### src/design/peqbq_pkg.sv
// ----------------------------------------------------------------------------
// peqbq_pkg: shared types and constants for the peaking EQ biquad
// Fixed widths of the coefficient path, register indexes and accumulator
// control.
// ----------------------------------------------------------------------------
`timescale 1ns / 1ps
`default_nettype none

package peqbq_pkg;

  localparam int COEF_BITS     = 32;
  localparam int MID_BITS      = 40;
  // five coefficients summed at one bit position
  localparam int SUM_BITS      = COEF_BITS + 3;
  // running upper part of the shift-add accumulator
  localparam int ACC_HI_BITS   = MID_BITS + 1;
  localparam int TERM_BITS     = ACC_HI_BITS + 1;
  localparam int CFG_IDX_BITS  = 3;

  localparam logic [CFG_IDX_BITS-1:0] REG_B0 = 3'd0;
  localparam logic [CFG_IDX_BITS-1:0] REG_B1 = 3'd1;
  localparam logic [CFG_IDX_BITS-1:0] REG_B2 = 3'd2;
  localparam logic [CFG_IDX_BITS-1:0] REG_A0 = 3'd3;
  localparam logic [CFG_IDX_BITS-1:0] REG_A1 = 3'd4;
  localparam logic [CFG_IDX_BITS-1:0] REG_A2 = 3'd5;

  typedef struct packed {
    logic clear;
    logic step;
  } acc_ctl_t;

endpackage

`default_nettype wire

### src/design/peaking_eq_biquad_top.sv
// ----------------------------------------------------------------------------
// peaking_eq_biquad_top: direct-form-I peaking EQ biquad, bit-serial
// Serial multiply: one sample bit per cycle, then one gain bit per cycle.
// The input is stalled from accept until the item leaves ST_FIN.
// A finished item waits in the output register while the next one runs.
// Reset (rst_n low, sync): coefs to pass-through, history to zero, idle.
// ----------------------------------------------------------------------------
`timescale 1ns / 1ps
`default_nettype none

module peaking_eq_biquad_top #(
  parameter int SAMPLE_BITS    = 24,
  parameter int COEF_FRAC_BITS = 24
) (
  input  wire logic                                   clk,
  input  wire logic                                   rst_n,
  input  wire logic                                   in_valid,
  output logic                                        in_stall,
  input  wire logic signed [SAMPLE_BITS-1:0]          in_sample_in,
  output logic                                        out_valid,
  input  wire logic                                   out_stall,
  output logic signed [SAMPLE_BITS-1:0]               out_sample_out,
  output logic                                        out_clipped,
  input  wire logic                                   cfg_wr_en,
  input  wire logic [peqbq_pkg::CFG_IDX_BITS-1:0]     cfg_index,
  input  wire logic [peqbq_pkg::COEF_BITS-1:0]        cfg_wdata
);
  import peqbq_pkg::*;

  localparam int LO_BITS   = (SAMPLE_BITS > COEF_BITS) ? SAMPLE_BITS : COEF_BITS;
  localparam int CNT_BITS  = $clog2(LO_BITS);
  localparam int ACC1_BITS = SUM_BITS + SAMPLE_BITS;
  localparam int EXT1_BITS = ACC1_BITS + MID_BITS;
  localparam int PROD_BITS = ACC_HI_BITS + COEF_BITS;
  localparam logic signed [COEF_BITS-1:0] COEF_UNITY = COEF_BITS'(1) << COEF_FRAC_BITS;
  localparam logic signed [MID_BITS-1:0] MID_MAX = {1'b0, {(MID_BITS-1){1'b1}}};
  localparam logic signed [MID_BITS-1:0] MID_MIN = {1'b1, {(MID_BITS-1){1'b0}}};
  localparam logic signed [SAMPLE_BITS-1:0] OUT_MAX = {1'b0, {(SAMPLE_BITS-1){1'b1}}};
  localparam logic signed [SAMPLE_BITS-1:0] OUT_MIN = {1'b1, {(SAMPLE_BITS-1){1'b0}}};

  typedef enum logic [2:0] {
    ST_IDLE,
    ST_MAC,
    ST_MID,
    ST_GAIN,
    ST_FIN
  } state_t;

  state_t state_r;
  logic [CNT_BITS-1:0] cnt_r;

  logic signed [COEF_BITS-1:0] coef_b0_r, coef_b1_r, coef_b2_r;
  logic signed [COEF_BITS-1:0] coef_a0_r, coef_a1_r, coef_a2_r;

  // sample words rotate one bit per cycle during the MAC pass
  logic signed [SAMPLE_BITS-1:0] x_r, x1_r, x2_r, y1_r, y2_r;
  logic signed [MID_BITS-1:0]    mid_r;
  logic        [COEF_BITS-1:0]   mul_r;
  logic                          clip_r;

  logic                          out_valid_r;
  logic signed [SAMPLE_BITS-1:0] out_sample_r;
  logic                          out_clipped_r;

  acc_ctl_t                      acc_ctl;
  logic signed [TERM_BITS-1:0]   term;
  logic signed [ACC_HI_BITS-1:0] acc_hi;
  logic        [LO_BITS-1:0]     acc_lo;

  logic                          last_bit;
  logic                          in_fire;
  logic                          fin_fire;
  logic signed [SUM_BITS-1:0]    t_b0, t_b1, t_b2, t_a1, t_a2, sel_sum;

  logic        [ACC1_BITS-1:0]   full1;
  logic signed [EXT1_BITS-1:0]   mid_sh;
  logic        [EXT1_BITS-MID_BITS:0] mid_top;
  logic                          mid_ovf;
  logic signed [MID_BITS-1:0]    mid_nxt;

  logic        [PROD_BITS-1:0]   full2;
  logic signed [PROD_BITS-1:0]   prod_sh;
  logic        [PROD_BITS-SAMPLE_BITS:0] y_top;
  logic                          y_ovf;
  logic signed [SAMPLE_BITS-1:0] y_nxt;

  assign last_bit = (cnt_r == '0);
  assign in_stall = (state_r != ST_IDLE);
  assign in_fire  = in_valid && (state_r == ST_IDLE);
  assign fin_fire = (state_r == ST_FIN) && !(out_valid_r && out_stall);

  assign acc_ctl.clear = in_fire || (state_r == ST_MID);
  assign acc_ctl.step  = (state_r == ST_MAC) || (state_r == ST_GAIN);

  // one bit position of all five products at once
  always_comb begin
    t_b0 = SUM_BITS'(coef_b0_r);
    t_b1 = SUM_BITS'(coef_b1_r);
    t_b2 = SUM_BITS'(coef_b2_r);
    t_a1 = SUM_BITS'(coef_a1_r);
    t_a2 = SUM_BITS'(coef_a2_r);
    if (!x_r[0])  t_b0 = '0;
    if (!x1_r[0]) t_b1 = '0;
    if (!x2_r[0]) t_b2 = '0;
    if (!y1_r[0]) t_a1 = '0;
    if (!y2_r[0]) t_a2 = '0;
    sel_sum = t_b0 + t_b1 + t_b2 + t_a1 + t_a2;
  end

  // sign bit of the serial operand carries negative weight
  always_comb begin
    term = '0;
    if (state_r == ST_MAC) begin
      term = TERM_BITS'(sel_sum);
    end else if (mul_r[0]) begin
      term = TERM_BITS'(mid_r);
    end
    if (last_bit) begin
      term = -term;
    end
  end

  peqbq_shift_acc #(
    .LO_BITS (LO_BITS)
  ) u_acc (
    .clk    (clk),
    .ctl    (acc_ctl),
    .term   (term),
    .acc_hi (acc_hi),
    .acc_lo (acc_lo)
  );

  // floor shift and saturate the five-tap sum to the intermediate width
  always_comb begin
    full1   = {acc_hi[SUM_BITS-1:0], acc_lo[LO_BITS-1 -: SAMPLE_BITS]};
    mid_sh  = $signed({{MID_BITS{full1[ACC1_BITS-1]}}, full1}) >>> COEF_FRAC_BITS;
    mid_top = mid_sh[EXT1_BITS-1:MID_BITS-1];
    mid_ovf = !((&mid_top) || !(|mid_top));
    if (mid_ovf) begin
      mid_nxt = mid_sh[EXT1_BITS-1] ? MID_MIN : MID_MAX;
    end else begin
      mid_nxt = mid_sh[MID_BITS-1:0];
    end
  end

  // gain product, floor shift, saturate to the sample width
  always_comb begin
    full2   = {acc_hi, acc_lo[LO_BITS-1 -: COEF_BITS]};
    prod_sh = $signed(full2) >>> COEF_FRAC_BITS;
    y_top   = prod_sh[PROD_BITS-1:SAMPLE_BITS-1];
    y_ovf   = !((&y_top) || !(|y_top));
    if (y_ovf) begin
      y_nxt = prod_sh[PROD_BITS-1] ? OUT_MIN : OUT_MAX;
    end else begin
      y_nxt = prod_sh[SAMPLE_BITS-1:0];
    end
  end

  always_ff @(posedge clk) begin
    if (!rst_n) begin
      state_r     <= ST_IDLE;
      cnt_r       <= '0;
      out_valid_r <= 1'b0;
      coef_b0_r   <= COEF_UNITY;
      coef_b1_r   <= '0;
      coef_b2_r   <= '0;
      coef_a0_r   <= COEF_UNITY;
      coef_a1_r   <= '0;
      coef_a2_r   <= '0;
      x1_r        <= '0;
      x2_r        <= '0;
      y1_r        <= '0;
      y2_r        <= '0;
    end else begin
      if (cfg_wr_en) begin
        unique case (cfg_index)
          REG_B0:  coef_b0_r <= cfg_wdata;
          REG_B1:  coef_b1_r <= cfg_wdata;
          REG_B2:  coef_b2_r <= cfg_wdata;
          REG_A0:  coef_a0_r <= cfg_wdata;
          REG_A1:  coef_a1_r <= cfg_wdata;
          REG_A2:  coef_a2_r <= cfg_wdata;
          default: ;
        endcase
      end

      out_valid_r <= (out_valid_r && out_stall) || fin_fire;

      unique case (state_r)
        ST_IDLE: begin
          if (in_fire) begin
            x_r     <= in_sample_in;
            clip_r  <= 1'b0;
            cnt_r   <= CNT_BITS'(SAMPLE_BITS - 1);
            state_r <= ST_MAC;
          end
        end
        ST_MAC: begin
          // the full rotation leaves every word restored at the end of the MAC pass
          x_r   <= {x_r[0],  x_r[SAMPLE_BITS-1:1]};
          x1_r  <= {x1_r[0], x1_r[SAMPLE_BITS-1:1]};
          x2_r  <= {x2_r[0], x2_r[SAMPLE_BITS-1:1]};
          y1_r  <= {y1_r[0], y1_r[SAMPLE_BITS-1:1]};
          y2_r  <= {y2_r[0], y2_r[SAMPLE_BITS-1:1]};
          cnt_r <= cnt_r - 1'b1;
          if (last_bit) begin
            state_r <= ST_MID;
          end
        end
        ST_MID: begin
          mid_r   <= mid_nxt;
          clip_r  <= clip_r | mid_ovf;
          mul_r   <= coef_a0_r;
          cnt_r   <= CNT_BITS'(COEF_BITS - 1);
          state_r <= ST_GAIN;
        end
        ST_GAIN: begin
          mul_r <= {1'b0, mul_r[COEF_BITS-1:1]};
          cnt_r <= cnt_r - 1'b1;
          if (last_bit) begin
            state_r <= ST_FIN;
          end
        end
        ST_FIN: begin
          if (fin_fire) begin
            out_sample_r  <= y_nxt;
            out_clipped_r <= clip_r | y_ovf;
            x1_r          <= x_r;
            x2_r          <= x1_r;
            y1_r          <= y_nxt;
            y2_r          <= y1_r;
            state_r       <= ST_IDLE;
          end
        end
        default: state_r <= ST_IDLE;
      endcase
    end
  end

  assign out_valid      = out_valid_r;
  assign out_sample_out = out_sample_r;
  assign out_clipped    = out_clipped_r;

endmodule

`default_nettype wire

### src/design/peqbq_shift_acc.sv
// ----------------------------------------------------------------------------
// peqbq_shift_acc: LSB-first shift-add accumulator
// While step is set, adds one signed term per cycle into the upper part and
// shifts the settled low bit out into a serial low word.
// ----------------------------------------------------------------------------
`timescale 1ns / 1ps
`default_nettype none

module peqbq_shift_acc #(
  parameter int LO_BITS = 32
) (
  input  wire logic                                     clk,
  input  wire peqbq_pkg::acc_ctl_t                      ctl,
  input  wire logic signed [peqbq_pkg::TERM_BITS-1:0]   term,
  output logic signed [peqbq_pkg::ACC_HI_BITS-1:0]      acc_hi,
  output logic        [LO_BITS-1:0]                     acc_lo
);
  import peqbq_pkg::*;

  logic signed [ACC_HI_BITS-1:0] hi_r;
  logic        [LO_BITS-1:0]     lo_r;
  logic signed [TERM_BITS-1:0]   sum;

  assign sum = TERM_BITS'(hi_r) + term;

  always_ff @(posedge clk) begin
    if (ctl.clear) begin
      hi_r <= '0;
    end else if (ctl.step) begin
      hi_r <= sum[TERM_BITS-1:1];
      lo_r <= {sum[0], lo_r[LO_BITS-1:1]};
    end
  end

  assign acc_hi = hi_r;
  assign acc_lo = lo_r;

endmodule

`default_nettype wire

### config.mk
export PLATFORM = sky130hd
export DESIGN_NAME = peaking_eq_biquad_top
export DESIGN_NICKNAME = d
export VERILOG_FILES = /design/src/design/peqbq_pkg.sv /design/src/design/peaking_eq_biquad_top.sv /design/src/design/peqbq_shift_acc.sv
export SDC_FILE = /design/constraint.sdc
export NUM_CORES = 1
export LEC_CHECK = 0
export ABC_CLOCK_PERIOD_IN_PS = 9500
export BUFFER_PORTS_ARGS = -buffer_cell sky130_fd_sc_hd__buf_2
export CAP_MARGIN = 20
export CORE_MARGIN = 2
export CORE_UTILIZATION = 40
export CTS_CLUSTER_DIAMETER = 40
export CTS_CLUSTER_SIZE = 16
export DETAILED_ROUTE_END_ITERATION = 10
export HOLD_SLACK_MARGIN = 0.03
export SLEW_MARGIN = 20
export SYNTH_ARGS = -nofsm -noshare
export SYNTH_HDL_FRONTEND = slang
export SYNTH_SLANG_ARGS = --single-unit
### constraint.sdc
create_clock -name clk -period 9.5 [get_ports clk]
set_input_delay 0.475 -clock clk [delete_from_list [all_inputs] [get_ports clk]]
set_output_delay 0.475 -clock clk [all_outputs]
set_load 0.005 [all_outputs]
## Yosys cells after proc, flatten, opt, wreduce, memory -nomap -nowiden

Index checks and enable logic that the tools add are counted.
W data, S select, Z words.

- Word-level logic and storage cells: 104
- Register bits: 486
- Memories kept: 0
- RAM bits: 0
- Latch bits: 0
- Output and inout bits: 27
- Input bits: 64
- Memory bits (read-only): 0

- Bitwise logic cells: 1
- Mux-type cells: 28
- Div/mod/pow operators: 0
- Shifts and indexed selects: 0
- Reductions and logical operators: 35
- $lt $le $gt $ge: 0
- Eq/ne operators: 13
- $mul: 0
- $add $sub $neg: 7

Operators with widths:

| operator | number |
|---|---|
| $pmux W24 S2 | 5 |
| $mux W35 | 5 |
| $mux W24 | 7 |
| $add A35 B35 Y35 | 4 |
| $mux W42 | 3 |
| $pmux W32 S2 | 1 |
| $add A41 B42 Y42 | 1 |
| $neg A42 Y42 | 1 |
| $reduce_and A26 Y1 | 1 |
| $reduce_or A26 Y1 | 1 |
| $reduce_and A2 Y1 | 11 |
| $pmux W3 S5 | 1 |
| $pmux W5 S3 | 1 |
| $eq A3 B2 Y1 const B | 4 |
| $mux W3 | 4 |
| $eq A3 B3 Y1 const B | 3 |
| $ne A2 B2 Y1 const B | 4 |
| $eq A3 B1 Y1 const B | 2 |
| $logic_not A3 Y1 | 2 |
| $reduce_and A3 Y1 | 2 |
| $reduce_bool A2 Y1 | 3 |
| $reduce_bool A3 Y1 | 2 |
| $logic_not A5 Y1 | 1 |
| $mux W5 | 1 |
| other kinds (7) | 14 |

## Longest topological paths before layout

- Word-level depth: 9
- Gate-level depth with buffers: 35
- Gate-level depth less buffers: 34

## Hierarchy

Synthesis repeated with hierarchy kept, for this count alone.

- Cell total of the unflattened synthesis: 3,087
- Area total of the unflattened synthesis: 27,844.2 um2

Modules (own cells, without submodules):

| module | times used | area an instance (um2) | seq. area each (um2) | cells an instance |
|---|---|---|---|---|
| peaking_eq_biquad_top | 1 | 23,183.5 | 9,429.0 | 2,575 |
| peqbq_shift_acc | 1 | 4,660.7 | 1,781.7 | 512 |

## Worst setup path after synthesis

Ideal clock, no wire load.

- Path type: reg-to-reg
- Start: register x_r[0]
- End: register u_acc.hi_r[40] (netlist: u_acc.acc_hi[40])
- Path slack: 1.169 ns
- Clock period less this slack: 8.331 ns
- Cell stages (with the launch flop): 33
- Arrival: 8.261 ns
- Cell sequence: edfxtp_1 clkbuf_1 and2_1 fa_1 inv_1 fa_1 fa_1 inv_1 ha_1 fa_1 a211oi_2 nor3_1 o21a_1 or3_1 a32o_1 or4b_1 or2_1 or4_4 buf_6 nor2_1 nor2_1 xnor2_1 ha_1 and4_1 a221oi_1 o21ai_0 o21bai_1 a41o_1 o41a_1 a31oi_1 xor2_1 or3_1 a21oi_1

- Word-level cells in the longest chain between the ends: 9

Ends and longest elaborated chain:

| what | line | RTL |
|---|---|---|
| start: declaration | peaking_eq_biquad_top.sv:56 | `logic signed [SAMPLE_BITS-1:0] x_r, x1_r, x2_r, y1_r, y2_r;` |
| start signal: assignment | peaking_eq_biquad_top.sv:192 | `x_r <= in_sample_in;` |
| start signal: assignment | peaking_eq_biquad_top.sv:200 | `x_r <= {x_r[0], x_r[SAMPLE_BITS-1:1]};` |
| $mux W35 * | peaking_eq_biquad_top.sv:102 | `if (!x_r[0]) t_b0 = '0;` |
| $add A35 B35 Y35 * (4 in series) | peaking_eq_biquad_top.sv:107 | `sel_sum = t_b0 + t_b1 + t_b2 + t_a1 + t_a2;` |
| $mux W42 * | peaking_eq_biquad_top.sv:113 | `if (state_r == ST_MAC) begin` |
| $neg A42 Y42 | peaking_eq_biquad_top.sv:119 | `term = -term;` |
| $mux W42 * | peaking_eq_biquad_top.sv:118 | `if (last_bit) begin` |
| $add A41 B42 Y42 * | peqbq_shift_acc.sv:24 | `assign sum = TERM_BITS'(hi_r) + term;` |
| end signal: assignment | peqbq_shift_acc.sv:30 | `hi_r <= sum[TERM_BITS-1:1];` |
| end: declaration | peqbq_shift_acc.sv:20 | `logic signed [ACC_HI_BITS-1:0] hi_r;` |

Every way passes the cells marked *; elsewhere a longest branch is shown, timed or not.
A chain may end at the register's enable or synchronous reset.

## Worst setup path after layout

Same ends and word-level chain as after synthesis.

==> impl_metrics.py <==
metrics = {
    "setup_path": {
        "cpLargestDelayFamily": "simple AND/OR/NAND/NOR gates",
        "crit_buf_inv": 2,
        "cpPeakStageDelay_ns": 0.55,
        "cp.required_ns": 10.03,
        "cp_slowest_cell": "fa_1",
        "crit_path_end_kind": "register",
        "r2r_slack_ns": 0.59,
        "worst-setup-path-type": "reg -> reg",
        "worstPathArrival_ns": 9.44,
        "crit_fanout": 10,
        "cp-start-kind": "register",
        "crit_path_frequent_cell": "fa_1",
    },
    "power_and_ir_drop": {
        "ir_drop_uv": 138.6,
        "leakagePower_uw": 0.01191,
        "power_density_nw_per_um2": 229.9,
        "totalPowerFinal_uw": 6904,
    },
    "placed_design": {
        "place_inst": 3881,
        "hpwl_um": 46700,
        "io_buffers": 90,
        "gp_congestion": 0.8632,
    },
    "floorplanning": {
        "dieArea_um2": 67170,
        "core-area_um2": 64460,
        "io_pins": 91,
        "rows": 93,
        "die_h_um": 259.2,
        "fp.dieW_um": 259.2,
        "start_util": 0.4040,
    },
    "logic_synthesis": {
        "ys_seq_area_frac": 0.4028,
        "synthFlopType": "dfxtp_1",
        "synth_xor_area_frac": 0.02825,
        "synth_cells": 3103,
        "synth_compound_area_frac": 0.1690,
        "syn-cell-area_um2": 26040,
        "yosys_warnings": 0,
        "synth_edf_count": 124,
        "synthSimpleGateAreaFrac": 0.2187,
        "synthAdderAreaFrac": 0.1141,
        "synth-seq-cells": 462,
        "synth_top_family_by_area": "simple AND/OR/NAND/NOR gates",
        "syn_nets": 3345,
        "avgSynthCellArea_um2": 8.393,
        "synth_async_sr_flop_share": 0,
        "muxShareOfSynthArea": 0.01629,
        "synth_cell_types": 79,
    },
    "clock_network": {
        "hold_buffers": 0,
        "cts_root_buffer": "clkbuf_16",
        "h-tree-depth": 3,
        "cts_buffers": 81,
        "cts_buffer_depth": 3,
        "post_cts_buffers": 0,
        "clk_latency_ns": 0.64,
        "path_clk_slew_ns": 0.06,
        "cts.sinks": 462,
        "cts_tree": "done",
    },
    "detailed_routing": {
        "via_per_inst": 5.347,
        "drc": 0,
        "wl_per_cell_um": 17.34,
        "initialDrtViolationCount": 1642,
        "wirelength_um": 69950,
        "drt-pass1-iter-count": 5,
        "drtAntennaViolNets": 0,
        "routed-via-count": 21570,
    },
    "global_routing": {
        "grt_usage": 0.2074,
        "grt_pass1_wl_um": 113100,
        "grt_overflow": 0,
        "first_global_vias": 21100,
        "grt_max_degree": 133,
        "antenna_found_initial": 0,
    },
    "finish": {
        "num-fill-cells": 6218,
        "diodes": 0,
        "drive_above_1_share": 0.1076,
        "multi_input_area_um2": 14350,
        "seqCellArea_um2": 10490,
        "area_delta_synth_final_pct": 15.31,
        "fin_nets": 3351,
        "fin_cells": 4033,
    },
    "hold_path": {
        "hp-class": "in -> reg",
    },
    "timing": {
        "max_freq_mhz": 112.2,
        "worst_pin_slew_ns": 1.061,
        "timing.final.crit_period_ns": 8.914,
        "hold_viol_final": 0,
        "setup_tns_ns": 0,
        "max_slew_margin": 0.2911,
        "clock_skew_ns": 0.04492,
        "rsz0062_at_grt": "no",
        "setup_viol_count_final": 0,
        "finalCritPeriodShare": 0.9384,
        "final_max_slew_viol_count": 0,
    },
    "run": {
        "drv_cap": 0,
    },
    "outcome": {
        "outcome": "completed",
    },
}
[through the flow]
step | setup WS [ns] | hold WS, ns | utilization | instance area, um^2
2_1_floorplan | 1.169 | 0.4272 | - | 26040
3_3_place_gp | 0.7424 | 0.4336 | 0.4211 | 27140
3_5_place_dp | 0.6287 | 0.4416 | 0.4212 | 27150
4_1_cts | 0.4961 | 0.06919 | 0.4656 | 30020
5_1_grt | 0.09043 | 0.09253 | 0.4659 | 30030
6_report | 0.5855 | 0.1088 | 0.4659 | 30030
[state kept, by name, summed over array words and instances, names as in the netlist, 32 cells and up]
signal	cells
coef_b1_r	32
coef_a2_r	32
u_acc.acc_hi	41
mid_r	35
coef_a1_r	32
coef_b2_r	32
mul_r	32
coef_b0_r	32
coef_a0_r	32
[cell families after synthesis]
group                    count (synthesis)
AND/OR/NAND/NOR                       1300
AO/OA/AOI/OAI                          693
adder cells (fa/ha/maj)                178
flip-flops                             462
XOR/XNOR                                84
multiplexers                            38
buffers and inverters                  348
[placed cells by master (no fill, tap or decap), drive strengths merged, types with 32 or more instances in the layout]
cell type and n:
a21o 60, a21oi 324, a311oi 74, and2 131
buf 123, clkbuf 88, clkinv 32, dfxtp 338
edfxtp 124, fa 99, ha 79, inv 169
mux2 35, nand2 814, nand2b 36, nand3 32
nand4 33, nor2 151, o211ai 33, o21ai 77
xnor2 53
[report_power, final]
group          internal, uW  total (uW)  leakage [uW]  switching (uW)
logic                   551        1480       0.00662             929
clock network          1850        3000       0.00139            1150
registers              2250        2420       0.00389             172
[what timing repair did]
action,4_1_cts,5_1_grt
endpoints found under the setup margin,0,1
endpoints found under the hold margin,0,0
gates resized for setup,0,3
[final timing paths]
kind,startpoint,endpoint,depth (start not counted)
min reg2reg,u_acc.acc_lo[30],u_acc.acc_lo[29],0
max reg2reg,x_r[0],u_acc.acc_hi[40],30
max,x_r[0],u_acc.acc_hi[40],30
min,in_sample_in[19],x_r[19],3
[cells in the mapped netlist (53+ instances only)]
cell	count	area share
a21oi_1	323	0.062
a311oi_1	74	0.025
fa_1	99	0.076
nand2_1	814	0.12
and2_1	131	0.031
xnor2_1	53	0.018
ha_1	79	0.038
a21o_1	60	0.017
dfxtp_1	338	0.26
clkbuf_1	182	0.026
edfxtp_1	124	0.14
nor2_1	151	0.022
o21ai_0	66	0.013
inv_1	146	0.021
[layer usage]
metal | track usage | up-vias | wire (um)
met5 | 0 | - | 0
met4 | 0.06769 | 0 | 1656
met3 | 0.03652 | 117 | 3774
met2 | 0.3295 | 547 | 32150
met1 | 0.2863 | 10320 | 32370
li1 | - | 10580 | -
[cell type report]
type / instances / area share
flip-flops and latches: 462 / 0.3493
well taps: 855 / 0.03562
clock buffers: 88 / 0.07008
inverters: 148 / 0.01875
clock inverters: 64 / 0.02525
repair buffers: 123 / 0.02325
multi-input cells: 2293 / 0.4778
[worst register-to-register path, delay by kind of cell, from the launching register on]
family / cells / cell delay, ns
compound gates: 11 / 2.48
xor+xnor: 2 / 0.27
fa+ha+maj: 6 / 2.62
buf+inv: 2 / 0.09
flops: 1 / 0.53
simple gates: 9 / 2.84
No activity file was read; power rests on OpenSTA's default activity.
